[config.mk]
export PLATFORM = sky130hd
export DESIGN_NAME = radio_io_frame_deframer
export DESIGN_NICKNAME = d
export VERILOG_FILES = /design/src/sv/riodfr_pkg.sv /design/src/sv/riodfr_front.sv /design/src/sv/riodfr_queue.sv /design/src/sv/riodfr_back.sv /design/src/sv/radio_io_frame_deframer.sv
export SDC_FILE = /design/constraint.sdc
export NUM_CORES = 1
export LEC_CHECK = 0
export BUFFER_PORTS_ARGS = -buffer_cell sky130_fd_sc_hd__buf_2
export CAP_MARGIN = 20
export CELL_PAD_IN_SITES_DETAIL_PLACEMENT = 1
export CELL_PAD_IN_SITES_GLOBAL_PLACEMENT = 2
export CORE_MARGIN = 4
export CORE_UTILIZATION = 43
export CTS_CLUSTER_SIZE = 25
export DETAILED_ROUTE_END_ITERATION = 10
export PLACE_DENSITY = 0.76
export SYNTH_ARGS = -nofsm -noshare
export SYNTH_HDL_FRONTEND = slang
export SYNTH_HIERARCHICAL = 1
export SYNTH_SLANG_ARGS = --single-unit
[constraint.sdc]
create_clock -name clk -period 4.4 [get_ports clk]
set_input_delay 1.32 -clock clk [delete_from_list [all_inputs] [get_ports clk]]
set_output_delay 1.32 -clock clk [all_outputs]
set_load 0.02 [all_outputs]
[src/sv/riodfr_pkg.sv]
`default_nettype none
package riodfr_pkg;

	localparam int unsigned BYTE_W = 8;
	localparam int unsigned POS_W = 5;
	localparam int unsigned NUM_SAMPLES = 10;
	localparam int unsigned NUM_PACKED = 5;
	localparam int unsigned SAMPLE_IDX_W = 4;
	localparam int unsigned OUT_IDX_W = 3;

	localparam logic [POS_W-1:0] POS_START = 5'd0;
	localparam logic [POS_W-1:0] POS_FIRST_SUMMED = 5'd3;
	localparam logic [POS_W-1:0] POS_FIRST_SAMPLE = 5'd11;
	localparam logic [POS_W-1:0] POS_CHECK = 5'd21;
	localparam logic [POS_W-1:0] POS_IDLE = 5'd22;

	// result slots of one frame
	localparam logic [OUT_IDX_W-1:0] SLOT_TAG = 3'd0;
	localparam logic [OUT_IDX_W-1:0] SLOT_END = 3'd6;

	// configuration register indexes
	localparam logic [1:0] REG_START_DELIM = 2'd0;
	localparam logic [1:0] REG_FRAME_TAG = 2'd1;
	localparam logic [1:0] REG_END_MARKER = 2'd2;

	localparam logic [BYTE_W-1:0] RST_START_DELIM = 8'd126;
	localparam logic [BYTE_W-1:0] RST_FRAME_TAG = 8'd0;
	localparam logic [BYTE_W-1:0] RST_END_MARKER = 8'd4;

	typedef logic [NUM_PACKED-1:0][BYTE_W-1:0] frame_data_t;

	typedef struct packed {
		logic full;
		logic empty;
	} q_stat_t;

endpackage
`default_nettype wire

[src/sv/riodfr_front.sv]
`default_nettype none
module riodfr_front
	import riodfr_pkg::*;
(
	input  wire logic              clk,
	input  wire logic              arst_n,
	input  wire logic              accept,
	input  wire logic [BYTE_W-1:0] rx_byte,
	input  wire logic [BYTE_W-1:0] start_delimiter,
	output logic                   q_push,
	output frame_data_t            q_data
);

	logic [POS_W-1:0]  pos_q;
	logic [BYTE_W-1:0] sum_q;
	logic [BYTE_W-1:0] sample_q [NUM_SAMPLES];
	logic [POS_W-1:0]  pos_cur;
	logic [POS_W-1:0]  sample_off;
	logic              in_sum_range;
	logic              in_sample_range;

	always_comb begin
		pos_cur = (rx_byte == start_delimiter) ? POS_START : pos_q;
		in_sum_range = (pos_cur >= POS_FIRST_SUMMED) && (pos_cur < POS_CHECK);
		in_sample_range = (pos_cur >= POS_FIRST_SAMPLE) && (pos_cur < POS_CHECK);
		sample_off = pos_cur - POS_FIRST_SAMPLE;
	end

	always_ff @(posedge clk or negedge arst_n) begin
		if (!arst_n) begin
			pos_q <= POS_START;
			sum_q <= '0;
		end else if (accept) begin
			if (pos_cur == POS_START) begin
				sum_q <= '0;
			end else if (in_sum_range) begin
				sum_q <= sum_q + rx_byte;
			end
			if (pos_cur < POS_IDLE) begin
				pos_q <= pos_cur + 5'd1;
			end
		end
	end

	always_ff @(posedge clk) begin
		if (accept && in_sample_range) begin
			sample_q[sample_off[SAMPLE_IDX_W-1:0]] <= rx_byte;
		end
	end

	// checksum byte is 0xff minus the sum, i.e. its complement
	assign q_push = accept && (pos_cur == POS_CHECK) && (rx_byte == ~sum_q);

	always_comb begin
		for (int k = 0; k < NUM_PACKED; k++) begin
			q_data[k] = {sample_q[2*k][2:0], sample_q[2*k+1][7:3]};
		end
	end

endmodule
`default_nettype wire

[src/sv/riodfr_queue.sv]
`default_nettype none
module riodfr_queue
	import riodfr_pkg::*;
#(
	parameter int unsigned DEPTH = 2
) (
	input  wire logic  clk,
	input  wire logic  arst_n,
	input  wire logic  push,
	input  frame_data_t push_data,
	input  wire logic  pop,
	output frame_data_t pop_data,
	output q_stat_t    stat
);

	localparam int unsigned PTR_W = (DEPTH > 1) ? $clog2(DEPTH) : 1;
	localparam int unsigned CNT_W = $clog2(DEPTH + 1);
	localparam logic [PTR_W-1:0] LAST_PTR = PTR_W'(DEPTH - 1);
	localparam logic [CNT_W-1:0] FULL_CNT = CNT_W'(DEPTH);

	frame_data_t      entry_q [DEPTH];
	logic [PTR_W-1:0] wr_ptr_q;
	logic [PTR_W-1:0] rd_ptr_q;
	logic [CNT_W-1:0] count_q;

	assign stat.full = (count_q == FULL_CNT);
	assign stat.empty = (count_q == '0);
	assign pop_data = entry_q[rd_ptr_q];

	always_ff @(posedge clk) begin
		if (push) begin
			entry_q[wr_ptr_q] <= push_data;
		end
	end

	always_ff @(posedge clk or negedge arst_n) begin
		if (!arst_n) begin
			wr_ptr_q <= '0;
			rd_ptr_q <= '0;
			count_q <= '0;
		end else begin
			if (push) begin
				wr_ptr_q <= (wr_ptr_q == LAST_PTR) ? '0 : wr_ptr_q + 1'b1;
			end
			if (pop) begin
				rd_ptr_q <= (rd_ptr_q == LAST_PTR) ? '0 : rd_ptr_q + 1'b1;
			end
			if (push && !pop) begin
				count_q <= count_q + 1'b1;
			end else if (pop && !push) begin
				count_q <= count_q - 1'b1;
			end
		end
	end

	a_count_bound: assert property (@(posedge clk) disable iff (!arst_n)
		count_q <= FULL_CNT)
		else $error("queue count beyond depth");

	a_no_overflow: assert property (@(posedge clk) disable iff (!arst_n)
		!(push && stat.full))
		else $error("frame pushed into full queue");

	a_no_underflow: assert property (@(posedge clk) disable iff (!arst_n)
		!(pop && stat.empty))
		else $error("frame popped from empty queue");

endmodule
`default_nettype wire

[src/sv/riodfr_back.sv]
`default_nettype none
module riodfr_back
	import riodfr_pkg::*;
(
	input  wire logic              clk,
	input  wire logic              arst_n,
	input  q_stat_t                q_stat,
	input  frame_data_t            q_data,
	output logic                   q_pop,
	input  wire logic [BYTE_W-1:0] frame_tag,
	input  wire logic [BYTE_W-1:0] end_marker,
	input  wire logic              pop,
	output logic                   empty,
	output logic [BYTE_W-1:0]      out_byte,
	output logic                   last_of_frame
);

	logic                 active_q;
	logic [OUT_IDX_W-1:0] slot_q;
	frame_data_t          frame_q;
	logic                 taken;
	logic                 done;
	logic [OUT_IDX_W-1:0] packed_idx;

	assign empty = !active_q;
	assign taken = pop && active_q;
	assign done = taken && (slot_q == SLOT_END);
	assign q_pop = !q_stat.empty && (!active_q || done);

	always_ff @(posedge clk or negedge arst_n) begin
		if (!arst_n) begin
			active_q <= 1'b0;
			slot_q <= SLOT_TAG;
		end else if (q_pop) begin
			active_q <= 1'b1;
			slot_q <= SLOT_TAG;
		end else if (done) begin
			active_q <= 1'b0;
			slot_q <= SLOT_TAG;
		end else if (taken) begin
			slot_q <= slot_q + 1'b1;
		end
	end

	always_ff @(posedge clk) begin
		if (q_pop) begin
			frame_q <= q_data;
		end
	end

	assign packed_idx = slot_q - 3'd1;

	always_comb begin
		last_of_frame = 1'b0;
		case (slot_q)
			SLOT_TAG: out_byte = frame_tag;
			SLOT_END: begin
				out_byte = end_marker;
				last_of_frame = 1'b1;
			end
			default: out_byte = (packed_idx < OUT_IDX_W'(NUM_PACKED))
				? frame_q[packed_idx] : end_marker;
		endcase
	end

endmodule
`default_nettype wire

[src/sv/radio_io_frame_deframer.sv]
// Radio I/O frame deframer. Takes one received byte per cycle unless full
// (push/full) and tracks the frame position: a byte equal to start_delimiter
// restarts at position 0, bytes 3..20 are summed, bytes 11..20 are kept, and
// at position 21 the byte is checked against 0xff minus that sum. A good
// frame yields seven results on the pop/empty side, one per cycle while pop
// is high: frame_tag, five packed sample bytes (low 3 bits of byte 11+2k
// above the top 5 bits of byte 12+2k), then end_marker with last_of_frame
// set. Checked frames wait in a queue of QUEUE_DEPTH entries, and full is
// high only while that queue holds QUEUE_DEPTH frames the output side has not
// started on. Registers sit on the APB port at 0x0 (start_delimiter), 0x4
// (frame_tag) and 0x8 (end_marker); write them only while the block is idle.
`default_nettype none
module radio_io_frame_deframer
	import riodfr_pkg::*;
#(
	parameter int unsigned QUEUE_DEPTH = 2
) (
	input  wire logic        clk,
	input  wire logic        arst_n,
	input  wire logic        psel,
	input  wire logic        penable,
	input  wire logic        pwrite,
	input  wire logic [3:0]  paddr,
	input  wire logic [31:0] pwdata,
	output logic [31:0]      prdata,
	output logic             pready,
	input  wire logic        push,
	output logic             full,
	input  wire logic [7:0]  rx_byte,
	input  wire logic        pop,
	output logic             empty,
	output logic [7:0]       out_byte,
	output logic             last_of_frame
);

	logic [BYTE_W-1:0] start_delim_q;
	logic [BYTE_W-1:0] frame_tag_q;
	logic [BYTE_W-1:0] end_marker_q;
	logic              cfg_wr;
	logic              in_accept;
	logic              q_push;
	logic              q_pop;
	frame_data_t       q_in_data;
	frame_data_t       q_out_data;
	q_stat_t           q_stat;

	assign pready = 1'b1;
	assign cfg_wr = psel && penable && pwrite;

	always_ff @(posedge clk or negedge arst_n) begin
		if (!arst_n) begin
			start_delim_q <= RST_START_DELIM;
			frame_tag_q <= RST_FRAME_TAG;
			end_marker_q <= RST_END_MARKER;
		end else if (cfg_wr) begin
			case (paddr[3:2])
				REG_START_DELIM: start_delim_q <= pwdata[7:0];
				REG_FRAME_TAG:   frame_tag_q <= pwdata[7:0];
				REG_END_MARKER:  end_marker_q <= pwdata[7:0];
				default: ;
			endcase
		end
	end

	always_comb begin
		case (paddr[3:2])
			REG_START_DELIM: prdata = {24'd0, start_delim_q};
			REG_FRAME_TAG:   prdata = {24'd0, frame_tag_q};
			REG_END_MARKER:  prdata = {24'd0, end_marker_q};
			default:         prdata = '0;
		endcase
	end

	assign full = q_stat.full;
	assign in_accept = push && !q_stat.full;

	riodfr_front u_front (
		.clk             (clk),
		.arst_n          (arst_n),
		.accept          (in_accept),
		.rx_byte         (rx_byte),
		.start_delimiter (start_delim_q),
		.q_push          (q_push),
		.q_data          (q_in_data)
	);

	riodfr_queue #(
		.DEPTH (QUEUE_DEPTH)
	) u_queue (
		.clk       (clk),
		.arst_n    (arst_n),
		.push      (q_push),
		.push_data (q_in_data),
		.pop       (q_pop),
		.pop_data  (q_out_data),
		.stat      (q_stat)
	);

	riodfr_back u_back (
		.clk           (clk),
		.arst_n        (arst_n),
		.q_stat        (q_stat),
		.q_data        (q_out_data),
		.q_pop         (q_pop),
		.frame_tag     (frame_tag_q),
		.end_marker    (end_marker_q),
		.pop           (pop),
		.empty         (empty),
		.out_byte      (out_byte),
		.last_of_frame (last_of_frame)
	);

endmodule
`default_nettype wire

==> impl_results.md <==
- Status: completed
- Synth top area cells: edfxtp_1 53%, dfrtp_1 10%, mux2_4 7.7%
- Ys async rst share: 22.0%
- IO buf count: between 40 and 50
- Synth warn: 6
- CTS Hold Bufs: 0
- Clk Latency, worst-skew pair: 0.50 ns
- Antenna cell count: 0
- TritonCTS buffer count: 22
- Register Area: slightly below 0.006 mm²
- Most used flip-flop cell after synthesis: edfxtp_1
- Cell Pwr Density: about 600 mW/mm²
- # fillers: 2059
- Slew Viols, Final: 0
- # DRC: 0
- DIE AREA: 0.0236 mm²
- Total gr overflow: 0
- Number of nets with antenna violations after routing: 0
- Vias in the first global route: 5131
- Hold Crit Class: reg -> reg
- Fin crit share: between 80% and 90%
- Worst setup EP type: output port
- Chip width: 154 µm
- Max VDD drop: approximately 0.27 mV
- First-pass GRT wire length: between 20000 and 30000 µm
- RSZ-0062 raised after global routing: false
- Multi-input combinational cell area: 0.00282 mm²
- Vias: 4742
- EDFF count, synth: 160
- CTS tree: done
- Largest net degree at the start of global routing: 41
- Antenna violations before repair: 0
- Setup CP Type: reg -> out
- Rows: 53
- Height of the die: roughly 150 µm
- Crit path max fanout: 9
- Post-Syn Area: 0.00913 mm²
- Deepest clock path buffer count: 3
- Worst-path clk slew: 0.06 ns
- CTS sink count: between 200 and 250
- Max_slew headroom: 38.0%
- Cells after Synth: 564
- Least-Margin Pin Slew: 0.929 ns
- FMAX: ~0.25 GHz
- Post-CTS setup buffer count: 0
- Core area: about 0.021 mm²
- 1st-iter DRT viols: 275
- Initial Util: 43.6%
- Endpoints failing setup: 0
- Final RePlAce weighted congestion: 0.811
- Final #Nets: between 600 and 700
- Arr. time, crit path: 2.60 ns
- Flops & latches, synth: between 200 and 250
- Final-report hold violation count: 0
- Post-route clock skew: 0.0217 ns
- Routed Wire Length: 18800 µm
- Vias/cell: roughly 5.2
- Area leader, netlist: edfxtp_1
- Max-cap violations: 0
- DR WL/cell: between 20 and 25 µm
- DP HPWL: 13000 µm
- DR pass1 iterations: 6
- CP startpoint kind: register
- Synth top area share: 52.6%
- CTS resizes: 0
- Clk root buf: clkbuf_16
- Commonest cells post-synth: 160 x edfxtp_1, 47 x mux2_4, 38 x dfrtp_1
- Htree depth: 1
- Cell leakage power: 0.00389 µW
- CP Data Required Time: 3.08 ns
- Cell variety after synth: between 60 and 70
- Count leader, synth: edfxtp_1
- Hold_ws: 0.438 ns
- Seq/Total Area, Yosys: 65.1%
- Total negative setup slack: 0 ns
- Share of layout cells above drive strength 1: 30.9%
- Area growth from synthesis to layout: 11.8%
- Global-route usage over all layers: 16.0%
- Avg Inst Size Synth: 16.2 µm²
- Tmin final: 3.92 ns
- Top Ports: 95
-- path summary, 6_finish.rpt --
check                                       start                      to  slack, ns  depth (start not counted)
setup reg to reg                 u_front/sum_q[4]  u_queue/entry_q[0][26]       1.60                          7
hold reg to reg            u_front/sample_q[9][3]  u_queue/entry_q[0][32]       0.44                          0
max in group asynchronous                  arst_n        u_front/sum_q[2]       2.68                          2
min in group asynchronous                  arst_n        u_front/sum_q[6]       0.97                          1
setup / recovery                 u_back/slot_q[1]             out_byte[4]       0.48                          6
hold / removal             u_front/sample_q[9][3]  u_queue/entry_q[0][32]       0.44                          0
-- flip-flops by register name (all words and copies together) (netlist names) --
| signal | cells |
|---|---|
| end_marker_q | 8 |
| frame_tag_q | 8 |
| start_delim_q | 8 |
| u_back/active_q | 1 |
| u_back/frame_q | 40 |
| u_back/slot_q | 3 |
| u_front/pos_q | 5 |
| u_front/sample_q | 40 |
| u_front/sum_q | 8 |
| u_queue/count_q | 2 |
| u_queue/entry_q | 80 |
| u_queue/rd_ptr_q | 1 |
| u_queue/wr_ptr_q | 1 |
-- critical path: stages, from the launching register on --
cell      delay (ns)
dfrtp_1         0.42
inv_1           0.09
ha_1            0.16
nor2b_1         0.60
or3_1           0.47
o221ai_2        0.19
buf_2           0.19
-- cell families (layout without fill, tap and decap cells) --
group | after synthesis | after routing | share of synthesized area, %
other | 2 | 25 | 0.0823
and+or+nand+nor | 84 | 84 | 5.45
adders and majority gates | 14 | 14 | 2.00
DFF | 205 | 205 | 65.1
AOI/OAI and AO/OA | 79 | 79 | 6.36
xor gates and xnor gates | 20 | 20 | 2.00
muxes | 90 | 90 | 13.8
buffers and inverters | 70 | 117 | 5.26
-- stage by stage --
stage	instance area, µm²	worst slack (ns)	std cells	total power (µW)	util [%]
floorplan	9220	0.0268	587	4060	-
global placement	9540	0.411	873	4370	45.5
detailed placement	9540	0.397	873	4450	45.5
CTS	10200	0.460	909	6190	48.7
global route	10200	0.320	909	6460	48.7
finish	10200	0.475	909	6120	48.7
-- final cells by class --
type                    count  share of cell area (%)
clock buffers              26                    5.85
flip-flops and latches    205                    58.2
repair buffers             55                    3.36
multi-input cells         312                    27.6
well taps                 275                    3.37
inverters                  26                   0.956
clock inverters            10                   0.699
-- routing by layer --
layer	vias up	track usage (%)	part of all wire, %
li1	2178	-	-
met1	2434	20.7	41
met4	0	4.21	2.1
met3	29	2.25	4.6
met2	101	28.5	52
met5	-	0	0
-- layout by cell type (no fill, tap or decap), drive strengths merged, types with 7 or more instances in the layout --
cell type	count
conb	25
a22oi	8
ha	13
mux2i	17
nor2	12
nor2b	11
dfstp	7
buf	55
inv	21
o21ai	36
xor2	7
mux4	8
nand2	27
xnor2	13
clkinv	14
edfxtp	160
dfrtp	38
clkbuf	26
o221ai	8
mux2	65
a21oi	12
-- where the power goes --
part	switching, µW	leakage [µW]	internal (µW)
combinational	1040	0.00158	812
clock	702	0.000335	1020
sequential	239	0.00197	2310
total	1980	0.00389	4140
Power figures use the tool's default switching activity.
